`src/hw/rtl/ppbb_pkg.sv`:
```
// Package with shared types and constants for the ping-pong byte buffer.
`timescale 1ns / 1ps

package ppbb_pkg;

    localparam int SIZE_W  = 13;
    localparam int DATA_W  = 8;
    localparam int TOTAL_W = 32;

    localparam logic [SIZE_W-1:0] SIZE_RESET = 13'd4096;

    localparam logic OP_WRITE = 1'b0;
    localparam logic OP_READ  = 1'b1;

    localparam logic STATUS_OK      = 1'b0;
    localparam logic STATUS_REFUSED = 1'b1;

    // Everything the control stage hands down the output pipeline.
    typedef struct packed {
        logic               status;
        logic               rd_ok;
        logic [TOTAL_W-1:0] total_written;
        logic [TOTAL_W-1:0] total_read;
    } ppbb_result_t;

endpackage

```
`src/hw/rtl/ppbb_out.sv`:
```
// Memory-latency stage and output register of the result channel.
`timescale 1ns / 1ps

module ppbb_out (
    input  logic                         aclk,
    input  logic                         aresetn,
    input  logic                         in_accept,
    input  ppbb_pkg::ppbb_result_t       in_result,
    input  logic [ppbb_pkg::DATA_W-1:0]  mem_rdata,
    output logic                         s_ready,
    output logic                         m_valid,
    input  logic                         m_ready,
    output logic                         m_status,
    output logic [ppbb_pkg::DATA_W-1:0]  m_read_data,
    output logic [ppbb_pkg::TOTAL_W-1:0] m_total_written,
    output logic [ppbb_pkg::TOTAL_W-1:0] m_total_read
);

    logic                         p1_valid_reg, p1_valid_next;
    ppbb_pkg::ppbb_result_t       p1_res_reg;
    logic                         m_valid_reg, m_valid_next;
    logic                         m_status_reg;
    logic [ppbb_pkg::DATA_W-1:0]  m_data_reg;
    logic [ppbb_pkg::TOTAL_W-1:0] m_wtot_reg, m_rtot_reg;
    logic                         advance;

    // The memory data register only changes on a new read, and a new
    // transaction is taken only when the held one moves on this edge.
    assign advance = p1_valid_reg && (!m_valid_reg || m_ready);
    assign s_ready = !p1_valid_reg || !m_valid_reg || m_ready;

    always_comb begin
        p1_valid_next = p1_valid_reg;
        if (in_accept) begin
            p1_valid_next = 1'b1;
        end else if (advance) begin
            p1_valid_next = 1'b0;
        end
        m_valid_next = m_valid_reg;
        if (advance) begin
            m_valid_next = 1'b1;
        end else if (m_ready) begin
            m_valid_next = 1'b0;
        end
    end

    always_ff @(posedge aclk) begin
        if (!aresetn) begin
            p1_valid_reg <= 1'b0;
            m_valid_reg  <= 1'b0;
        end else begin
            p1_valid_reg <= p1_valid_next;
            m_valid_reg  <= m_valid_next;
        end
    end

    always_ff @(posedge aclk) begin
        if (in_accept) begin
            p1_res_reg <= in_result;
        end
        if (advance) begin
            m_status_reg <= p1_res_reg.status;
            m_data_reg   <= p1_res_reg.rd_ok ? mem_rdata : '0;
            m_wtot_reg   <= p1_res_reg.total_written;
            m_rtot_reg   <= p1_res_reg.total_read;
        end
    end

    assign m_valid         = m_valid_reg;
    assign m_status        = m_status_reg;
    assign m_read_data     = m_data_reg;
    assign m_total_written = m_wtot_reg;
    assign m_total_read    = m_rtot_reg;

endmodule

```
`config.mk`:
```
export PLATFORM = sky130hd
export DESIGN_NAME = ppbb_out
export DESIGN_NICKNAME = d
export VERILOG_FILES = /design/src/hw/rtl/ppbb_pkg.sv /design/src/hw/rtl/ppbb_out.sv
export SDC_FILE = /design/constraint.sdc
export NUM_CORES = 1
export LEC_CHECK = 0
export BUFFER_PORTS_ARGS = -buffer_cell sky130_fd_sc_hd__buf_2
export CAP_MARGIN = 20
export CORE_ASPECT_RATIO = 1.2
export CORE_MARGIN = 2
export CORE_UTILIZATION = 45
export CTS_CLUSTER_DIAMETER = 40
export DETAILED_ROUTE_END_ITERATION = 12
export PLACE_DENSITY = 0.73
export REMOVE_ABC_BUFFERS = 1
export SLEW_MARGIN = 30
export SYNTH_ARGS = -nofsm -noshare
export SYNTH_HDL_FRONTEND = slang
export SYNTH_SLANG_ARGS = --single-unit
```
`constraint.sdc`:
```
create_clock -name aclk -period 5.67 [get_ports aclk]
set_input_delay 0.2835 -clock aclk [delete_from_list [all_inputs] [get_ports aclk]]
set_output_delay 0.2835 -clock aclk [all_outputs]
set_load 0.01 [all_outputs]
```
==> results.yml, run 1 <==
outcome:
  outcome: "finished clean"
die:
  io_pins: 153
  die_x_um: 93.29
  initial_core_util_pct: 45.72
  row_count: 39
  dieArea_sq_um: 10370
  core-area_sq_um: 9418
  die-height_um: 111.2
synth:
  synthCells: 155
  ys_seq_area_share_pct: 97.88
  synth_cell_type_count: 8
  ys.warnings.count: 0
  synth_edf_count: 139
  synth_top_area_share_pct: 96.95
  synth.cell_area_sq_um: 4305
  synthArstFlopShare_pct: 0
  ys_ff_latch: 141
  synth.most_common_cell: "edfxtp_1"
  synth_top_cell_by_area: "edfxtp_1"
  synth-main-ff-cell: "edfxtp_1"
  synthTopCellsByArea: "edfxtp_1 97%, and2_1 1.3%, dfxtp_1 0.93%"
  synth_area_per_cell_sq_um: 27.78
  synth_common_cells: "139 x edfxtp_1, 9 x and2_1, 2 x dfxtp_1"
worst_setup_path:
  cp-end-kind: "register"
  reg2reg_from: "m_valid"
  r2r_slack_ns: 3.98
  cp-start-kind: "register"
  worstRegToRegCells: 3
  worstReg2RegEnd: "m_read_data[7]"
  slowest_delay_ns: 0.68
  worst-path-buf-inv: 1
  crit_family: "buffers and inverters"
  worstPathCellList: "nor2b_2 -> nor2b_4 -> buf_4"
  cp.required_ns: 5.69
  worstSetupPathType: "register to register"
  worst_ep_arrival_time_ns: 1.71
  crit_path_top_delay_cell: "buf_4"
  critPathMaxFanout: 73
finish:
  nets: 406
  layout-drive-gt1-share_pct: 54.55
  utilization_pct: 61.50
  instances_no_fill: 464
  area_growth_pct: 34.52
  antenna_cells: 0
  largest_reg_flops: 66
sta:
  worst_pin_slew_ns: 0.8897
  setup_viol: 0
  fin_skew_ns: 0.005517
  period_minus_slack_ns: 1.690
  rsz0062_at_grt: "no"
  slew_viol_final: 0
  period_share_pct: 29.81
  fin_hold_ws_ns: 0.05748
  tns_ns: 0
  finalHoldViolCount: 0
  finalWorstSetupSlack_ns: 3.980
  fmax_ghz: 0.5917
  slew_headroom_pct: 40.69
detailed_routing:
  ant_nets: 0
  drc: 0
  drt_wl_total_um: 6511
  drt_iter0_drc: 99
  routedWlPerCell_um: 14.03
  viasPerCell: 4.375
  drt_first_pass_iters: 4
  vias: 2030
placed_design:
  place.gp.congestion: 0.6584
  dp_slack_ns: 3.979
  dp.cells: 432
  io_buffers: 152
grt:
  overflow: 0
  grt_use_total_pct: 13.23
  antenna_found_initial: 0
  grt_max_degree: 74
  grt_pass1_vias: 2058
  grt_pass1_wl_um: 9984
clock_tree:
  cts.sinks: 141
  clk_latency_ns: 0.40
  cts_tree: "built"
  post-cts-setup-buffer-count: 0
  hold_buffers: 0
  clk_pin_slew_ns: 0.06
  cts_made_buffers: 17
  h-tree-depth: 4
  cts_resized: 0
  cts.path.max_buffers: 2
  root_buffer: "clkbuf_16"
run:
  drv_cap: 0
min_path:
  hold-path-cell-count: 1
  holdCritStartpoint: "in_result[2]"
  min_path_type: "primary input to register"
  hold_end: "p1_res_reg[2]"
power:
  ir_drop_uv: 231.8
  pwr_density_cell_nw_per_um2: 402.4
  leakage_nw: 2.247
## layout make-up
class / instances / area, sq um
sequential: 141 / 4214
fill: 690 / 3626
timing repair buffer: 154 / 775.7
clock buffer: 17 / 425.4
tap: 123 / 153.9
clock inverter: 15 / 123.9
multi-input combinational: 14 / 98.84
## layer usage
metal  vias up  GRT usage, %  routed length, um
met5         -             0                  0
met4         0         6.471                102
met3        10         6.526                612
met2       105         20.29               3272
met1       946         15.43               2523
li1        969             -                  -
## power by group
group / internal, W / leakage [nW] / switching, W
Combinational: 0.0000396 / 0.647 / 0.0000524
Clock: 0.000599 / 0.253 / 0.000395
Sequential: 0.00123 / 1.35 / 0.0000165
## per-stage QoR
step	cell area, sq um	total power (W)
after floorplan	4305	0.001292
after global placement	5243	0.001355
after detailed placement	5243	0.001361
after CTS	5792	0.002364
after global routing	5792	0.002416
final	5792	0.002331
## kinds of logic (layout without fill, tap and decap cells)
family,Yosys count,in the layout,synth area share (%)
compound gates,2,2,0.3779
buf+inv,0,186,0
flops,141,141,97.88
simple gates,12,12,1.744
## placed cells by master, fill, tap and decap left out, drive strengths merged
cell	instances
edfxtp	139
buf	154
dfxtp	2
nor2b	2
nand2	1
a22o	1
inv	2
o21a	1
clkinv	6
clkinvlp	6
and2	9
clkbuf	17
bufinv	1
## how the worst max path moves through the flow
| stage | from | depth (start not counted) | endpoint |
|---|---|---|---|
| after floorplan | m_valid | 2 | m_read_data[0] |
| after global placement | m_valid | 3 | m_read_data[1] |
| after detailed placement | m_valid | 3 | m_total_read[13] |
| after CTS | m_valid | 3 | m_total_read[13] |
| after global routing | m_valid | 3 | m_total_read[27] |
| final | m_valid | 3 | m_read_data[7] |
No activity file was read; power rests on OpenSTA's default activity.
==> run 2, diff against run 1 <==
--- a/config.mk
+++ b/config.mk
@@ -5,14 +5,15 @@
 export SDC_FILE = /design/constraint.sdc
 export NUM_CORES = 1
 export LEC_CHECK = 0
+export ABC_AREA = 1
 export BUFFER_PORTS_ARGS = -buffer_cell sky130_fd_sc_hd__buf_2
 export CAP_MARGIN = 20
 export CORE_ASPECT_RATIO = 1.2
 export CORE_MARGIN = 2
-export CORE_UTILIZATION = 45
+export CORE_UTILIZATION = 44
 export CTS_CLUSTER_DIAMETER = 40
 export DETAILED_ROUTE_END_ITERATION = 12
-export PLACE_DENSITY = 0.73
+export PLACE_DENSITY = 0.75
 export REMOVE_ABC_BUFFERS = 1
 export SLEW_MARGIN = 30
 export SYNTH_ARGS = -nofsm -noshare
==> constraint.sdc (replaced) <==
create_clock -name aclk -period 1.4 [get_ports aclk]
set_input_delay 0.07 -clock aclk [delete_from_list [all_inputs] [get_ports aclk]]
set_output_delay 0.07 -clock aclk [all_outputs]
set_load 0.01 [all_outputs]
==> run 2 against run 1 <==
Hold slack worse by 0.0069 ns. Register-to-register slack worse by 3.9 ns. Non-clock buffer count is 78 higher. Routed wire length is 28% higher. Critical path type unchanged. Critical endpoint is now m_valid.
==> results.yml, run 2 <==
outcome:
  outcome: "finished clean"
clock_tree:
  cts_resized: 0
  h-tree-depth: 4
  clk_pin_slew_ns: 0.06
  cts_tree: "built"
  cts_made_buffers: 17
  root_buffer: "clkbuf_16"
  cts.sinks: 141
  clk_latency_ns: 0.41
  cts.path.max_buffers: 2
synth:
  ys.warnings.count: 0
  synth_top_area_share_pct: 96.67
  synthArstFlopShare_pct: 0
  ys_ff_latch: 141
  synth_edf_count: 139
  synth.most_common_cell: "edfxtp_1"
  synth_top_cell_by_area: "edfxtp_1"
  synth.cell_area_sq_um: 4318
  synth_area_per_cell_sq_um: 25.86
  synth_common_cells: "139 x edfxtp_1, 12 x inv_1, 9 x nand2_1"
  synth_cell_type_count: 7
  ys_seq_area_share_pct: 97.59
  synth-main-ff-cell: "edfxtp_1"
  synthTopCellsByArea: "edfxtp_1 97%, inv_1 1.0%, dfxtp_1 0.93%"
  synthCells: 167
power:
  finalPower_w: 0.01030
  combPwrFrac_pct: 5.6
  switchingPower_w: 0.001877
  p_int_w: 0.008420
  pwr-share-clk_pct: 45.4
  ir_drop_uv: 1293
  sw_frac_of_total_pct: 18.23
  leakage_nw: 2.713
  pwr_density_cell_nw_per_um2: 1535
  pwr-share-seq_pct: 49.0
worst_setup_path:
  setup.worst_path.start: "m_valid"
  reg2reg_from: "m_valid"
  worstSetupPathType: "register to register"
  cp-start-kind: "register"
  cp.required_ns: 1.75
  worst_ep_arrival_time_ns: 1.62
  critPathMaxFanout: 4
  cp-end-kind: "register"
sta:
  finalHoldViolCount: 0
  tns_ns: 0
  worst_pin_slew_ns: 0.3248
  fin_hold_ws_ns: 0.05054
  period_minus_slack_ns: 1.272
  slew_headroom_pct: 78.35
  fmax_ghz: 0.7859
  fin_skew_ns: 0.01185
  period_share_pct: 90.88
  slew_viol_final: 0
  rsz0062_at_grt: "no"
  setup_viol: 0
die:
  row_count: 39
  initial_core_util_pct: 45.38
  core-area_sq_um: 9515
  die_x_um: 94.43
  die-height_um: 112.5
  dieArea_sq_um: 10620
  io_pins: 153
placed_design:
  io_buffers: 152
  dp.cells: 445
  place.gp.congestion: 0.6438
detailed_routing:
  routedWlPerCell_um: 15.07
  drt_first_pass_iters: 4
  drt_wl_total_um: 8333
  ant_nets: 0
  drt_iter0_drc: 124
  vias: 2378
  viasPerCell: 4.300
  drc: 0
finish:
  fillers: 587
  final_cell_mix: "152 x buf_2, 139 x edfxtp_1, 76 x dlygate4sd3_1"
  antenna_cells: 0
  largest_reg_flops: 66
  mostFrequentLayoutCell: "buf_2"
  nets: 495
  instances_no_fill: 553
  layout-drive-gt1-share_pct: 42.79
  area_growth_pct: 55.38
min_path:
  holdCritStartpoint: "m_ready"
  min_path_type: "primary input to register"
grt:
  grt_pass1_vias: 2550
  grt_pass1_wl_um: 12340
  overflow: 0
  antenna_found_initial: 0
  grt_use_total_pct: 16.44
  grt_max_degree: 45
run:
  drv_cap: 0
==> run 2: what timing repair did <==
item | 4_1_cts | 5_1_grt
hold buffers | 76 | 0
buffers inserted | 0 | 0
hold endpoints to repair | 76 | 0
==> run 2: per-stage QoR <==
stage	cell area (sq um)	util [%]	setup WS, ns
3_5_place_dp	5319	55.90	0.1941
6_report	6709	70.51	0.1276
5_1_grt	6709	70.51	0.06635
2_1_floorplan	4313	-	-3.056
4_1_cts	6709	70.51	0.1690
3_3_place_gp	5319	55.90	0.2459
==> run 2: kinds of logic after synthesis <==
logic type	after synthesis	share of synthesized area, %
AOI/OAI and AO/OA	3	0.3476
buffers and inverters	13	1.159
DFF	141	97.59
and+or+nand+nor	10	0.8981
==> run 2: power by group through the flow <==
stage | registers [W] | clock network [W] | logic [W]
3_3_place_gp | 0.00511 | 0 | 0.000402
2_1_floorplan | 0.00518 | 0 | 0.0000491
6_report | 0.00504 | 0.00468 | 0.000580
3_5_place_dp | 0.00513 | 0 | 0.000412
4_1_cts | 0.00505 | 0.00476 | 0.000575
5_1_grt | 0.00507 | 0.00494 | 0.000628
==> run 2: area by class of cell <==
cell class                 count  area, sq um  area share [%]
clock buffer                  19        432.9           6.453
clock inverter                13        196.4           2.928
inverter                      12        45.04          0.6714
multi-input combinational     13        65.06          0.9698
sequential                   141         4214           62.81
tap                          123        153.9           2.294
timing repair buffer         232         1602           23.87
==> run 2: path summary, 6_finish.rpt <==
path	to	slack, ns	depth (start not counted)
hold / removal	p1_valid_reg	0.05	4
setup / recovery	m_valid	0.13	3
setup reg to reg	m_valid	0.13	3
hold reg to reg	m_total_read[13]	0.41	0
==> run 2: critical path, stage by stage (launching register included) <==
cell,delay [ns]
dfxtp_1,0.43
nand2_1,0.10
a21oi_1,0.12
dlygate4sd3_1,0.56
==> run 2: metal layers <==
layer	global-route usage, %	part of all wire (%)	up-vias
li1	-	-	1144
met1	18.14	39	1106
met2	28.05	53	113
met3	5.101	6.7	15
met4	8.986	2.1	0
met5	0	0	-
==> run 3, diff against run 2 <==
--- a/config.mk
+++ b/config.mk
@@ -11,10 +11,8 @@
 export CORE_ASPECT_RATIO = 1.2
 export CORE_MARGIN = 2
 export CORE_UTILIZATION = 44
-export CTS_CLUSTER_DIAMETER = 40
 export DETAILED_ROUTE_END_ITERATION = 12
 export PLACE_DENSITY = 0.75
-export REMOVE_ABC_BUFFERS = 1
 export SLEW_MARGIN = 30
 export SYNTH_ARGS = -nofsm -noshare
 export SYNTH_HDL_FRONTEND = slang
==> run 3 against run 2 <==
Cell count shrank 0.54%. Setup slack gained 0.056 ns. First-iteration DRC count shrank 11%. Hold slack lost 0.021 ns. Power shrank 3.2%. Register-to-register slack gained 0.06 ns. Sequential share of layout area grew 0.49 points.
==> results.yml, run 3 (synthesized netlist as in run 2, its figures left out) <==
outcome:
  outcome: "finished clean"
worst_setup_path:
  slowest_delay_ns: 0.35
  critPathMaxFanout: 28
  reg2reg_from: "p1_valid_reg"
  r2r_slack_ns: 0.18
  crit_family: "flip-flops"
  worstSetupPathType: "register to register"
  worst-path-buf-inv: 2
  crit_path_top_delay_cell: "dfxtp_1"
  worstPathCellList: "inv_1 -> a21oi_4 -> buf_12"
  cp-start-kind: "register"
  setup.worst_path.start: "p1_valid_reg"
  cp-end-kind: "register"
  worst_ep_arrival_time_ns: 1.33
  cp.required_ns: 1.51
detailed_routing:
  drt_wl_total_um: 8392
  vias: 2431
  ant_nets: 0
  routedWlPerCell_um: 15.26
  drt_iter0_drc: 110
  drc: 0
  drt_first_pass_iters: 4
  viasPerCell: 4.420
sta:
  setup_viol: 0
  finalHoldViolCount: 0
  fmax_ghz: 0.8222
  tns_ns: 0
  fin_skew_ns: 0.01251
  period_share_pct: 86.87
  slew_headroom_pct: 75.99
  rsz0062_at_grt: "no"
  period_minus_slack_ns: 1.216
  slew_viol_final: 0
  fin_hold_ws_ns: 0.02924
  worst_pin_slew_ns: 0.3601
die:
  die_x_um: 94.43
  io_pins: 153
  dieArea_sq_um: 10620
  die-height_um: 112.5
  initial_core_util_pct: 45.38
  row_count: 39
  core-area_sq_um: 9515
power:
  sw_frac_of_total_pct: 19.23
  ir_drop_uv: 1106
  pwr-share-seq_pct: 50.6
  leakage_nw: 2.684
  pwr-share-clk_pct: 43.6
  p_int_w: 0.008054
  pwr_density_cell_nw_per_um2: 1498
  switchingPower_w: 0.001918
  combPwrFrac_pct: 5.8
finish:
  fillers: 603
  antenna_cells: 0
  largest_reg_flops: 66
  area_growth_pct: 54.22
  utilization_pct: 69.98
  final_area_sq_um: 6659
  mostFrequentLayoutCell: "buf_2"
  nets: 495
  layout-drive-gt1-share_pct: 43.33
  instances_no_fill: 550
  final_cell_mix: "152 x buf_2, 139 x edfxtp_1, 76 x dlygate4sd3_1"
synth:
  synth_fp_nets: 245
grt:
  overflow: 0
  grt_pass1_wl_um: 12630
  grt_pass1_vias: 2565
  grt_max_degree: 68
  grt_use_total_pct: 16.97
  antenna_found_initial: 0
placed_design:
  placed_area_sq_um: 5320
  hpwl_um: 4680
  dp.cells: 445
  io_buffers: 152
  place.gp.congestion: 0.6730
clock_tree:
  post-cts-setup-buffer-count: 0
  cts.sinks: 141
  cts.path.max_buffers: 2
  root_buffer: "clkbuf_16"
  h-tree-depth: 4
  clk_latency_ns: 0.42
  cts_made_buffers: 17
  cts_tree: "built"
  clk_pin_slew_ns: 0.06
min_path:
  min_path_type: "primary input to register"
  holdCritStartpoint: "m_ready"
run:
  drv_cap: 0
## run 3: metrics by stage
stage / power [W] / setup slack [ns]
6_report: 0.009972 / 0.1838
3_5_place_dp: 0.005538 / 0.2092
2_1_floorplan: 0.005228 / -0.6173
5_1_grt: 0.01033 / 0.1445
3_3_place_gp: 0.005514 / 0.2532
4_1_cts: 0.01004 / 0.1978
## run 3: worst min-delay path: cells and delay by family
kind	cells	cell delay [ns]
compound gates	1	0.07
simple gates	1	0.11
buf+inv	2	0.16
## run 3: cell type report
type | count | area (sq um) | area share [%]
Timing Repair Buffer | 232 | 1602 | 24.05
Clock buffer | 19 | 432.9 | 6.501
Inverter | 12 | 45.04 | 0.6764
Multi-Input combinational cell | 13 | 65.06 | 0.9771
Clock inverter | 10 | 145.1 | 2.180
Tap cell | 123 | 153.9 | 2.311
Sequential cell | 141 | 4215 | 63.30
## run 3: per-layer routing
metal	share of wire, %	GRT usage (%)
met5	0	0
met2	53	28.33
met1	36	17.79
met4	3.0	8.599
met3	7.3	7.919
## run 3: path summary, 6_finish.rpt
kind,to,cells after the start
worst max-delay path,m_total_written[11],3
worst min-delay path,p1_valid_reg,4
worst max register to register,m_total_written[11],3
worst min register to register,m_total_written[10],0
## run 3: what timing repair did
action / 4_1_cts / 5_1_grt
endpoints found under the hold margin: 76 / 0
gates resized for setup: 0 / 0
hold buffers: 76 / 0
## run 3: power groups by stage
stage               Combinational [W]  Clock, W  Sequential, W
floorplan                   0.0000571         0        0.00517
global placement             0.000401         0        0.00511
detailed placement           0.000409         0        0.00513
CTS                          0.000573   0.00443        0.00504
global route                 0.000625   0.00463        0.00507
finish                       0.000579   0.00435        0.00504
