--- src/hw/rtl/ppbb_pkg.sv ---
// Package with shared types and constants for the ping-pong byte buffer.
`timescale 1ns / 1ps

package ppbb_pkg;

    localparam int SIZE_W  = 13;
    localparam int DATA_W  = 8;
    localparam int TOTAL_W = 32;

    localparam logic [SIZE_W-1:0] SIZE_RESET = 13'd4096;

    localparam logic OP_WRITE = 1'b0;
    localparam logic OP_READ  = 1'b1;

    localparam logic STATUS_OK      = 1'b0;
    localparam logic STATUS_REFUSED = 1'b1;

    // Everything the control stage hands down the output pipeline.
    typedef struct packed {
        logic               status;
        logic               rd_ok;
        logic [TOTAL_W-1:0] total_written;
        logic [TOTAL_W-1:0] total_read;
    } ppbb_result_t;

endpackage

--- src/hw/rtl/ppbb_ctrl.sv ---
// Fill and consume counters, buffer selectors, totals and memory access control.
`timescale 1ns / 1ps

module ppbb_ctrl #(
    parameter int BUF_DEPTH = 4096,
    parameter int AW        = 12
) (
    input  logic                        aclk,
    input  logic                        aresetn,
    input  logic                        cfg_wr_en,
    input  logic [ppbb_pkg::SIZE_W-1:0] cfg_wr_data,
    input  logic                        accept,
    input  logic                        op,
    input  logic                        last_of_call,
    output logic                        mem_we,
    output logic                        mem_re,
    output logic [AW:0]                 mem_addr,
    output ppbb_pkg::ppbb_result_t      result
);

    localparam int CW = $clog2(BUF_DEPTH + 1);

    logic [ppbb_pkg::SIZE_W-1:0]  size_reg;
    logic [CW-1:0]                fc0_reg, fc1_reg, cc0_reg, cc1_reg;
    logic [CW-1:0]                fc0_next, fc1_next, cc0_next, cc1_next;
    logic                         fsel_reg, rsel_reg, fsel_next, rsel_next;
    logic [ppbb_pkg::TOTAL_W-1:0] wtot_reg, rtot_reg, wtot_next, rtot_next;

    logic [31:0]   size_wide;
    logic [CW-1:0] size_eff;
    logic [CW-1:0] fc_f, fc_r, cc_r, fc_inc, cc_inc, fc_r_after;
    logic          wr_ok, rd_ok, shared;

    assign size_wide = (32'(size_reg) > 32'(BUF_DEPTH)) ? 32'(BUF_DEPTH) : 32'(size_reg);
    assign size_eff  = size_wide[CW-1:0];

    assign shared = (fsel_reg == rsel_reg);
    assign fc_f   = fsel_reg ? fc1_reg : fc0_reg;
    assign fc_r   = rsel_reg ? fc1_reg : fc0_reg;
    assign cc_r   = rsel_reg ? cc1_reg : cc0_reg;
    assign fc_inc = fc_f + CW'(1);
    assign cc_inc = cc_r + CW'(1);
    assign wr_ok  = (fc_f < size_eff);
    assign rd_ok  = (cc_r < fc_r);
    // A switch happens only when filling and reading share a buffer, so the
    // read buffer's fill count after this write is the incremented one.
    assign fc_r_after = fc_inc;

    always_comb begin
        fc0_next  = fc0_reg;
        fc1_next  = fc1_reg;
        cc0_next  = cc0_reg;
        cc1_next  = cc1_reg;
        fsel_next = fsel_reg;
        rsel_next = rsel_reg;
        wtot_next = wtot_reg;
        rtot_next = rtot_reg;
        mem_we    = 1'b0;
        mem_re    = 1'b0;
        mem_addr  = {fsel_reg, fc_f[AW-1:0]};
        if (accept && op == ppbb_pkg::OP_WRITE && wr_ok) begin
            mem_we    = 1'b1;
            wtot_next = wtot_reg + 32'd1;
            if (fsel_reg) begin
                fc1_next = fc_inc;
            end else begin
                fc0_next = fc_inc;
            end
            if ((fc_inc >= size_eff || last_of_call) && shared) begin
                if (fsel_reg) begin
                    fc0_next = '0;
                    cc0_next = '0;
                end else begin
                    fc1_next = '0;
                    cc1_next = '0;
                end
                if (cc_r == fc_r_after) begin
                    rsel_next = ~rsel_reg;
                end
                fsel_next = ~fsel_reg;
            end
        end else if (accept && op == ppbb_pkg::OP_READ && rd_ok) begin
            mem_re    = 1'b1;
            mem_addr  = {rsel_reg, cc_r[AW-1:0]};
            rtot_next = rtot_reg + 32'd1;
            if (cc_inc >= fc_r) begin
                if (shared) begin
                    if (rsel_reg) begin
                        fc1_next = '0;
                        cc1_next = '0;
                    end else begin
                        fc0_next = '0;
                        cc0_next = '0;
                    end
                end else begin
                    rsel_next = ~rsel_reg;
                    if (rsel_reg) begin
                        cc1_next = cc_inc;
                    end else begin
                        cc0_next = cc_inc;
                    end
                end
            end else if (rsel_reg) begin
                cc1_next = cc_inc;
            end else begin
                cc0_next = cc_inc;
            end
        end
    end

    always_ff @(posedge aclk) begin
        if (!aresetn) begin
            size_reg <= ppbb_pkg::SIZE_RESET;
            fc0_reg  <= '0;
            fc1_reg  <= '0;
            cc0_reg  <= '0;
            cc1_reg  <= '0;
            fsel_reg <= 1'b0;
            rsel_reg <= 1'b0;
            wtot_reg <= '0;
            rtot_reg <= '0;
        end else begin
            if (cfg_wr_en) begin
                size_reg <= cfg_wr_data;
            end
            fc0_reg  <= fc0_next;
            fc1_reg  <= fc1_next;
            cc0_reg  <= cc0_next;
            cc1_reg  <= cc1_next;
            fsel_reg <= fsel_next;
            rsel_reg <= rsel_next;
            wtot_reg <= wtot_next;
            rtot_reg <= rtot_next;
        end
    end

    always_comb begin
        result.rd_ok         = mem_re;
        result.status        = (mem_we || mem_re) ? ppbb_pkg::STATUS_OK
                                                  : ppbb_pkg::STATUS_REFUSED;
        result.total_written = wtot_next;
        result.total_read    = rtot_next;
    end

endmodule

--- config.mk ---
export PLATFORM = sky130hd
export DESIGN_NAME = ppbb_ctrl
export DESIGN_NICKNAME = d
export VERILOG_FILES = /design/src/hw/rtl/ppbb_pkg.sv /design/src/hw/rtl/ppbb_ctrl.sv
export SDC_FILE = /design/constraint.sdc
export NUM_CORES = 1
export LEC_CHECK = 0
export BUFFER_PORTS_ARGS = -buffer_cell sky130_fd_sc_hd__buf_2
export CAP_MARGIN = 20
export CORE_ASPECT_RATIO = 1.75
export CORE_MARGIN = 8
export CORE_UTILIZATION = 30
export CTS_CLUSTER_SIZE = 16
export DETAILED_ROUTE_END_ITERATION = 8
export GPL_TIMING_DRIVEN = 0
export SLEW_MARGIN = 20
export SYNTH_ARGS = -nofsm -noshare
export SYNTH_HDL_FRONTEND = slang
export SYNTH_SLANG_ARGS = --single-unit
--- constraint.sdc ---
create_clock -name aclk -period 7.6 [get_ports aclk]
set_input_delay 0.38 -clock aclk [delete_from_list [all_inputs] [get_ports aclk]]
set_output_delay 0.38 -clock aclk [all_outputs]
set_load 0.05 [all_outputs]
==> results.json, run 1 <==
{
  "status": "finished clean",
  "initial_utilization_pct": 30.5,
  "synth_seq_cells": 131,
  "cts_setup_buffers": 0,
  "cp.arrival_ns": 6.36,
  "synth-compound-area-share_pct": 12.5,
  "final_cell_mix": "131 x dfxtp_1, 105 x buf_2, 88 x nor2_1, 78 x nand2_1, 74 x and2_1",
  "finalMaxSlewViolations": 0,
  "period_needed_ns": 6.74,
  "place_congestion": 0.917,
  "grt_pass1_wl_um": 39500,
  "critPathCaptureType": "output port",
  "synth_edf_count": 0,
  "synth_mux_area_share_pct": 6.51,
  "critPathLaunchType": "flip-flop",
  "criticalPathCategory": "reg2out",
  "grt_max_degree": 17,
  "hold_slack_ns": 0.157,
  "setup_viol": 0,
  "finish.utilization_pct": 36.4,
  "clkSinkCount": 131,
  "clk_latency_ns": 0.44,
  "fin_setup_tns_ns": 0,
  "p_leak_nw": 4.27,
  "drc_errors": 0,
  "dp_slack_ns": 1.42,
  "r2r-start": "fsel_reg$_SDFFE_PN0P_",
  "timing.rr.end": "cc1_reg[2]$_SDFFE_PN0P_",
  "yosys.area_share.adder_pct": 9.10,
  "grt_util_all_layers_pct": 15.7,
  "maxCapViolCount": 0,
  "async_flop_share_pct": 0,
  "hp-start": "cfg_wr_data[12]",
  "cts_buffers": 17,
  "final_common_cell": "dfxtp_1",
  "cts_tree": "built",
  "syn_area_mm2": 0.00811,
  "dr.first_iter.drc_count": 299,
  "hold_violations": 0,
  "yosysWarningCount": 0,
  "placed_area_mm2": 0.00900,
  "clk_pin_slew_ns": 0.06,
  "routed_wirelength_um": 25500,
  "min_path_type": "in2reg",
  "syn_inst": 938,
  "die_h_um": 233,
  "rrSetupSlack_ns": 1.63,
  "rr_worst_depth": 20,
  "dp_hpwl_um": 20400,
  "cts_resized": 0,
  "io_buffers": 97,
  "fin_worst_skew_ns": 0.0117,
  "rsz0062_at_grt": "no",
  "hold_buffers": 0,
  "grt_pass1_vias": 7377,
  "vias_per_cell": 5.19,
  "drive_gt1_share_pct": 15.2,
  "die-width_um": 140,
  "firstDrtPassIters": 5,
  "vias": 7222,
  "synth_ff_type": "dfxtp_1",
  "wl_per_cell_um": 18.3,
  "n_antenna_cell": 0,
  "stdcell_area_mm2": 0.00968,
  "powerDensity_mw_per_mm2": 187,
  "num_rows": 79,
  "avgSynthCellArea_um2": 8.65,
  "clockRootBuffer": "clkbuf_16",
  "irDropWorstVdd_mv": 0.156,
  "ant_nets": 0,
  "synthToLayoutAreaGrowth_pct": 19.3,
  "yosysSeqAreaShare_pct": 32.3,
  "cp.required_ns": 7.22,
  "fmaxAchievable_mhz": 148,
  "finalCritPeriodShare_pct": 88.7,
  "synth_top_family_by_area": "simple AND/OR/NAND/NOR gates",
  "antenna_found_initial": 0,
  "setup_ws_ns": 0.856,
  "synthSimpleGateAreaFrac_pct": 23.8,
  "fp.dieArea_mm2": 0.0328,
  "worst-path-max-fanout": 11,
  "synth_xor_area_share_pct": 11.3,
  "whs_path_depth": 3,
  "syn_nets": 1016,
  "core-area_mm2": 0.0266,
  "min_to": "size_reg[12]$_SDFFE_PN1P_",
  "htree_levels": 4,
  "slew_headroom_pct": 37.9,
  "overflow": 0,
  "io_pins": 100,
  "nNetsFinal": 1132,
  "worst_pin_slew_ns": 0.924,
  "yosys.cell_types.count": 67,
  "cts_buffer_depth": 2
}
-- critical path, cell delays in order (launching register included) --
cell,delay (ns)
dfxtp_1,0.34
buf_2,0.25
buf_2,0.34
buf_1,0.52
clkbuf_1,0.65
mux2i_1,0.41
ha_1,0.31
a21o_1,0.18
a21o_1,0.20
a21oi_1,0.18
o211a_1,0.17
nand2_1,0.24
inv_1,0.14
buf_2,0.25
buf_1,0.57
buf_1,0.65
a21oi_1,0.23
buf_2,0.27
-- power breakdown --
part,leakage [nW],switching [mW],internal (mW)
Combinational,2.88,0.110,0.0438
Sequential,1.06,0.00516,0.693
Clock,0.331,0.320,0.641
-- layer usage --
metal | GRT usage [%] | wire length, µm
met1 | 14.1 | 8910
met2 | 30.5 | 14000
met3 | 3.31 | 1200
met4 | 11.4 | 1360
met5 | 0 | 0
-- synth_stat cells (13+ instances only) --
| cell type | n | area (µm²) |
|---|---|---|
| dfxtp_1 | 131 | 2620 |
| nor2_1 | 88 | 330 |
| nand2_1 | 78 | 293 |
| and2_1 | 74 | 463 |
| xnor2_1 | 71 | 622 |
| ha_1 | 59 | 738 |
| mux2i_1 | 46 | 460 |
| inv_1 | 42 | 158 |
| nand3_1 | 38 | 190 |
| a21oi_1 | 32 | 160 |
| o21ai_0 | 27 | 135 |
| clkbuf_1 | 25 | 93.8 |
| nand4_1 | 25 | 156 |
| xor2_1 | 23 | 201 |
| a32o_1 | 20 | 200 |
| a22oi_1 | 19 | 143 |
| nor3_1 | 13 | 65.1 |
-- logic make-up after synthesis --
| kind of cell | after synthesis |
|---|---|
| compound gates | 144 |
| xor+xnor | 98 |
| fa+ha+maj | 59 |
| buf+inv | 86 |
| flops | 131 |
| mux | 52 |
| simple gates | 368 |
-- area by class of cell --
type	instances	area [µm²]
Fill cell	2709	16900
Clock inverter	9	199
Tap cell	324	405
Multi-Input combinational cell	721	5130
Inverter	44	165
Timing Repair Buffer	97	485
Sequential cell	131	2620
Buffer	42	186
Clock buffer	23	478
-- worst max path at each step --
stage | from | to | slack [ns]
3_3_place_gp | rsel_reg$_SDFFE_PN0P_ | mem_addr[12] | 1.45
3_5_place_dp | rsel_reg$_SDFFE_PN0P_ | mem_addr[12] | 1.42
5_1_grt | rsel_reg$_SDFFE_PN0P_ | mem_addr[12] | 0.66
6_report | rsel_reg$_SDFFE_PN0P_ | mem_addr[5] | 0.86
4_1_cts | rsel_reg$_SDFFE_PN0P_ | mem_addr[12] | 0.91
2_1_floorplan | rsel_reg$_SDFFE_PN0P_ | mem_addr[10] | 2.63
-- per-stage QoR --
step	cells	power [mW]
after global routing	1391	1.88
after global placement	1359	0.866
after CTS	1391	1.83
after detailed placement	1359	0.867
final	1391	1.81
after floorplan	938	0.814
Power figures use the tool's default switching activity.
==> run 2: changes to the inputs <==
--- a/config.mk
+++ b/config.mk
@@ -7,12 +7,15 @@
 export LEC_CHECK = 0
 export BUFFER_PORTS_ARGS = -buffer_cell sky130_fd_sc_hd__buf_2
 export CAP_MARGIN = 20
+export CELL_PAD_IN_SITES_DETAIL_PLACEMENT = 0
+export CELL_PAD_IN_SITES_GLOBAL_PLACEMENT = 2
 export CORE_ASPECT_RATIO = 1.75
-export CORE_MARGIN = 8
+export CORE_MARGIN = 5
 export CORE_UTILIZATION = 30
 export CTS_CLUSTER_SIZE = 16
 export DETAILED_ROUTE_END_ITERATION = 8
 export GPL_TIMING_DRIVEN = 0
+export PLACE_DENSITY_LB_ADDON = 0.1
 export SLEW_MARGIN = 20
 export SYNTH_ARGS = -nofsm -noshare
 export SYNTH_HDL_FRONTEND = slang
==> run 2 against run 1 <==
Against the previous run: power decreased by 7.7%; sequential power about the same; non-clock buffer count unchanged; combinational power about the same; clock power decreased by 15%; worst setup slack got worse by 0.17 ns; largest cell class unchanged.
==> results.json, run 2 (synthesis gave the netlist of run 1 again) <==
{
  "critPathCaptureType": "output port",
  "fmaxAchievable_mhz": 145,
  "cts_tree": "built",
  "fillCellCount": 2885,
  "rsz0062_at_grt": "no",
  "worst_pin_slew_ns": 1.02,
  "drc_errors": 0,
  "initial_utilization_pct": 30.4,
  "drive_gt1_share_pct": 15.2,
  "criticalPathCategory": "reg2out",
  "cts_buffers": 17,
  "fin_setup_tns_ns": 0,
  "overflow": 0,
  "clockRootBuffer": "clkbuf_16",
  "multiInputGateArea_mm2": 0.00513,
  "p_clk_share_pct": 48.9,
  "dr.first_iter.drc_count": 238,
  "final_cell_mix": "131 x dfxtp_1, 105 x buf_2, 88 x nor2_1, 78 x nand2_1, 74 x and2_1",
  "irDropWorstVdd_mv": 0.162,
  "period_needed_ns": 6.91,
  "clkSinkCount": 131,
  "grt_pass1_wl_um": 41700,
  "clk_pin_slew_ns": 0.06,
  "vias_per_cell": 5.04,
  "dpl.cell_count": 1359,
  "antenna_found_initial": 0,
  "hold_buffers": 0,
  "cts_setup_buffers": 0,
  "firstDrtPassIters": 5,
  "p_int_mw": 1.23,
  "rr_worst_depth": 20,
  "critPathLaunchType": "flip-flop",
  "whs_path_depth": 3,
  "nNetsFinal": 1132,
  "finalCritPeriodShare_pct": 91.0,
  "power_mw": 1.67,
  "rrSetupSlack_ns": 1.43,
  "min_path_type": "in2reg",
  "finalMaxSlewViolations": 0,
  "final_common_cell": "dfxtp_1",
  "grt_max_degree": 17,
  "final_cells": 1390,
  "htree_levels": 4,
  "place_congestion": 0.820,
  "hold_violations": 0,
  "die-width_um": 134,
  "setup_ws_ns": 0.686,
  "powerDensity_mw_per_mm2": 175,
  "die_h_um": 227,
  "wl_per_cell_um": 19.8,
  "fin_worst_skew_ns": 0.00931,
  "cts_buffer_depth": 2,
  "io_buffers": 97,
  "dp_slack_ns": 1.12,
  "routed_wirelength_um": 27500,
  "clk_latency_ns": 0.44,
  "combPwrFrac_pct": 9.3,
  "io_pins": 100,
  "p_leak_nw": 4.20,
  "cts_resized": 0,
  "dp_hpwl_um": 22300,
  "n_antenna_cell": 0,
  "ant_nets": 0,
  "worst-path-max-fanout": 10,
  "layout.area.seq_mm2": 0.00262,
  "num_rows": 79,
  "seqPwrFrac_pct": 41.7,
  "slew_headroom_pct": 31.3,
  "fp.dieArea_mm2": 0.0305,
  "synthToLayoutAreaGrowth_pct": 18.1,
  "grt_pass1_vias": 7225,
  "power_switching_mw": 0.445,
  "setup_viol": 0,
  "switching_share_pct": 26.6,
  "vias": 7000,
  "grt_util_all_layers_pct": 18.2,
  "cp.arrival_ns": 6.53,
  "core-area_mm2": 0.0267,
  "cp.required_ns": 7.22,
  "status": "finished clean",
  "maxCapViolCount": 0
}
run 2: cell types whose count changed in the layout (fill, tap and decap cells not counted):
cell | before | now
bufinv_16 | 6 | 1
clkbuf_1 | 28 | 27
clkinv_2 | 2 | 1
clkbuf_8 | 3 | 5
clkinvlp_4 | 0 | 4
run 2: worst paths after layout:
check	startpoint	to
max	rsel_reg$_SDFFE_PN0P_	mem_addr[8]
min	cfg_wr_data[12]	size_reg[12]$_SDFFE_PN1P_
max reg2reg	fsel_reg$_SDFFE_PN0P_	cc1_reg[11]$_SDFFE_PN0P_
min reg2reg	cc1_reg[7]$_SDFFE_PN0P_	cc1_reg[7]$_SDFFE_PN0P_
run 2: critical path, stage by stage, from the launching register on:
cell and delay (ns):
dfxtp_1 0.33, buf_2 0.25, buf_2 0.36, buf_1 0.49, clkbuf_1 0.63, mux2i_1 0.41, ha_1 0.31, a21o_1 0.18
a21o_1 0.16, a21oi_1 0.15, o211a_1 0.23, nand2_1 0.26, inv_1 0.14, buf_2 0.25, buf_1 0.57, clkbuf_1 0.63
nor2_1 0.09, a21oi_1 0.29, buf_2 0.33
run 2: metrics by stage:
stage	hold slack (ns)	utilization, %	cell area [µm²]
floorplan	0.422	-	8110
global placement	0.450	33.7	9000
detailed placement	0.458	33.7	9000
CTS	0.139	35.9	9580
global route	0.157	35.9	9580
finish	0.159	35.9	9580
run 2: layout make-up:
class	count	share of cell area [%]
sequential	131	27.4
clock inverter	7	0.771
buffer	42	1.95
multi-input combinational	721	53.6
inverter	44	1.72
clock buffer	24	5.24
tap	324	4.23
timing repair buffer	97	5.07
run 2: power by group through the flow:
| stage | clock, mW | combinational (mW) | sequential [mW] |
|---|---|---|---|
| 6_report | 0.818 | 0.156 | 0.698 |
| 4_1_cts | 0.847 | 0.159 | 0.698 |
| 3_3_place_gp | 0 | 0.160 | 0.713 |
| 5_1_grt | 0.871 | 0.169 | 0.699 |
| 2_1_floorplan | 0 | 0.102 | 0.712 |
| 3_5_place_dp | 0 | 0.159 | 0.713 |
run 2: routing by layer:
| layer | vias up | global-route usage, % | share of wire [%] |
|---|---|---|---|
| met5 | - | 0 | 0 |
| met4 | 0 | 8.58 | 3.5 |
| met3 | 44 | 2.74 | 3.0 |
| met2 | 149 | 36.5 | 57 |
| met1 | 3289 | 17.9 | 37 |
| li1 | 3518 | - | - |
==> run 3: changes to the inputs <==
--- a/config.mk
+++ b/config.mk
@@ -15,7 +15,8 @@
 export CTS_CLUSTER_SIZE = 16
 export DETAILED_ROUTE_END_ITERATION = 8
 export GPL_TIMING_DRIVEN = 0
-export PLACE_DENSITY_LB_ADDON = 0.1
+export PLACE_DENSITY_LB_ADDON = 0.08
+export SETUP_SLACK_MARGIN = 0.5
 export SLEW_MARGIN = 20
 export SYNTH_ARGS = -nofsm -noshare
 export SYNTH_HDL_FRONTEND = slang
==> run 3 against run 2 <==
Against the previous run: maximum frequency up 3.5%; combinational power about the same; register-to-register slack better by 0.09 ns; global-route usage up 0.21 points; clock power up 5.0%; via count up 0.93%; worst setup slack better by 0.24 ns; sequential cell count unchanged; sequential share of layout area down 0.054 points; critical path type unchanged.
==> results.json, run 3 (synthesis gave the netlist of run 1 again) <==
{
  "htree_levels": 4,
  "whs_path_depth": 3,
  "vias_per_cell": 5.08,
  "clk_pin_slew_ns": 0.06,
  "criticalPathCategory": "reg2out",
  "grt_util_all_layers_pct": 18.4,
  "initial_utilization_pct": 30.4,
  "fillCellCount": 2882,
  "placed_area_mm2": 0.00900,
  "timing.rr.end": "cc1_reg[7]$_SDFFE_PN0P_",
  "cts_buffer_depth": 2,
  "rsz0062_at_grt": "no",
  "dp_hpwl_um": 22500,
  "status": "finished clean",
  "crit_top_cell": "buf_2",
  "hp-start": "cfg_wr_data[12]",
  "slew_headroom_pct": 32.5,
  "core-area_mm2": 0.0267,
  "clockRootBuffer": "clkbuf_16",
  "drc_errors": 0,
  "combPwrFrac_pct": 9.1,
  "min_path_type": "in2reg",
  "overflow": 0,
  "io_pins": 100,
  "critPathCaptureType": "output port",
  "rr_worst_depth": 20,
  "clkSinkCount": 131,
  "grt_max_degree": 17,
  "io_buffers": 97,
  "finish.utilization_pct": 35.9,
  "synthToLayoutAreaGrowth_pct": 18.3,
  "cp.arrival_ns": 6.30,
  "num_rows": 79,
  "rrSetupSlack_ns": 1.52,
  "place_congestion": 0.799,
  "hold_violations": 0,
  "grt_pass1_wl_um": 42000,
  "cts_buffers": 17,
  "switching_share_pct": 27.0,
  "final_cell_mix": "131 x dfxtp_1, 105 x buf_2, 88 x nor2_1, 78 x nand2_1, 74 x and2_1",
  "dr.first_iter.drc_count": 309,
  "min_to": "size_reg[12]$_SDFFE_PN1P_",
  "nNetsFinal": 1132,
  "n_antenna_cell": 0,
  "slowest_delay_ns": 0.63,
  "vias": 7065,
  "fp.dieArea_mm2": 0.0305,
  "clk_latency_ns": 0.45,
  "path_cells": "buf_2 -> buf_2 -> buf_1 -> clkbuf_2 -> mux2i_1 -> ha_1 -> a21o_1 -> a21o_1 -> a21oi_1 -> o211a_1 -> nand2_1 -> inv_1 -> buf_2 -> buf_1 -> clkbuf_1 -> nor2_1 -> a21oi_1 -> buf_2",
  "powerDensity_mw_per_mm2": 179,
  "power_switching_mw": 0.462,
  "irDropWorstVdd_mv": 0.170,
  "stdcell_area_mm2": 0.00959,
  "worst_pin_slew_ns": 1.01,
  "path_buf_inv": 9,
  "p_int_mw": 1.25,
  "cp_slowest_cell": "clkbuf_1",
  "fmaxAchievable_mhz": 150,
  "die_h_um": 227,
  "die-width_um": 134,
  "antenna_found_initial": 0,
  "setup_viol": 0,
  "final_common_cell": "dfxtp_1",
  "wl_per_cell_um": 20.0,
  "routed_wirelength_um": 27800,
  "seqPwrFrac_pct": 40.8,
  "worst-path-max-fanout": 10,
  "fin_setup_tns_ns": 0,
  "p_leak_nw": 4.22,
  "finalMaxSlewViolations": 0,
  "r2r-start": "fsel_reg$_SDFFE_PN0P_",
  "cts_tree": "built",
  "period_needed_ns": 6.68,
  "firstDrtPassIters": 4,
  "fin_worst_skew_ns": 0.00966,
  "grt_pass1_vias": 7393,
  "ant_nets": 0,
  "maxCapViolCount": 0,
  "finalCritPeriodShare_pct": 87.9,
  "cp.required_ns": 7.22,
  "critPathLaunchType": "flip-flop",
  "p_clk_share_pct": 50.1,
  "crit_family": "buffers and inverters",
  "drive_gt1_share_pct": 15.4
}
## run 3: worst reg2reg max path, delay by kind of cell, from the launching register on
family	cells	cell delay (ns)
compound gates	8	2.43
simple gates	2	0.63
buf+inv	6	1.36
mux	1	0.27
xor+xnor	1	0.41
fa+ha+maj	2	0.46
flops	1	0.39
## run 3: how the worst max path moves through the flow
stage | startpoint | endpoint | slack [ns] | cells past startpoint
after global placement | rsel_reg$_SDFFE_PN0P_ | mem_addr[8] | 1.04 | 18
after detailed placement | rsel_reg$_SDFFE_PN0P_ | mem_addr[8] | 1.13 | 18
after CTS | rsel_reg$_SDFFE_PN0P_ | mem_addr[8] | 0.64 | 18
after global routing | rsel_reg$_SDFFE_PN0P_ | mem_addr[8] | 0.61 | 18
final | rsel_reg$_SDFFE_PN0P_ | mem_addr[8] | 0.92 | 18
after floorplan | rsel_reg$_SDFFE_PN0P_ | mem_addr[10] | 2.63 | 16
## run 3: final cells by class
cell class / count / area (µm²) / area share, %
buffer: 42 / 188 / 1.96
clock buffer: 19 / 433 / 4.51
clock inverter: 13 / 160 / 1.67
inverter: 44 / 165 / 1.72
multi-input combinational: 721 / 5130 / 53.5
sequential: 131 / 2620 / 27.3
tap: 324 / 405 / 4.23
timing repair buffer: 97 / 485 / 5.06
## run 3: power groups by stage
| stage | registers (mW) | clock network (mW) | logic, mW |
|---|---|---|---|
| 5_1_grt | 0.699 | 0.906 | 0.168 |
| 6_report | 0.698 | 0.859 | 0.156 |
| 3_5_place_dp | 0.714 | 0 | 0.159 |
| 3_3_place_gp | 0.714 | 0 | 0.160 |
| 4_1_cts | 0.698 | 0.882 | 0.160 |
| 2_1_floorplan | 0.712 | 0 | 0.102 |
## run 3: what timing repair did
item	4_1_cts	5_1_grt
hold buffers	0	0
endpoints found under the setup margin	0	10
resized for setup	0	2
buffers inserted	0	0
## run 3: layer usage
layer  GRT usage [%]  routed length, µm  up-vias
met5               0                  0        -
met4            9.50               1170        0
met3            3.41                989       57
met2            36.8              15700      168
met1            17.5               9970     3320
li1                -                  -     3520
## run 3: through the flow
step	worst slack [ns]	hold slack, ns	cells	power (mW)
final	0.922	0.145	1391	1.71
after global placement	1.04	0.449	1359	0.873
after global routing	0.605	0.154	1391	1.77
after floorplan	2.63	0.422	938	0.814
after CTS	0.639	0.129	1391	1.74
after detailed placement	1.13	0.455	1359	0.873
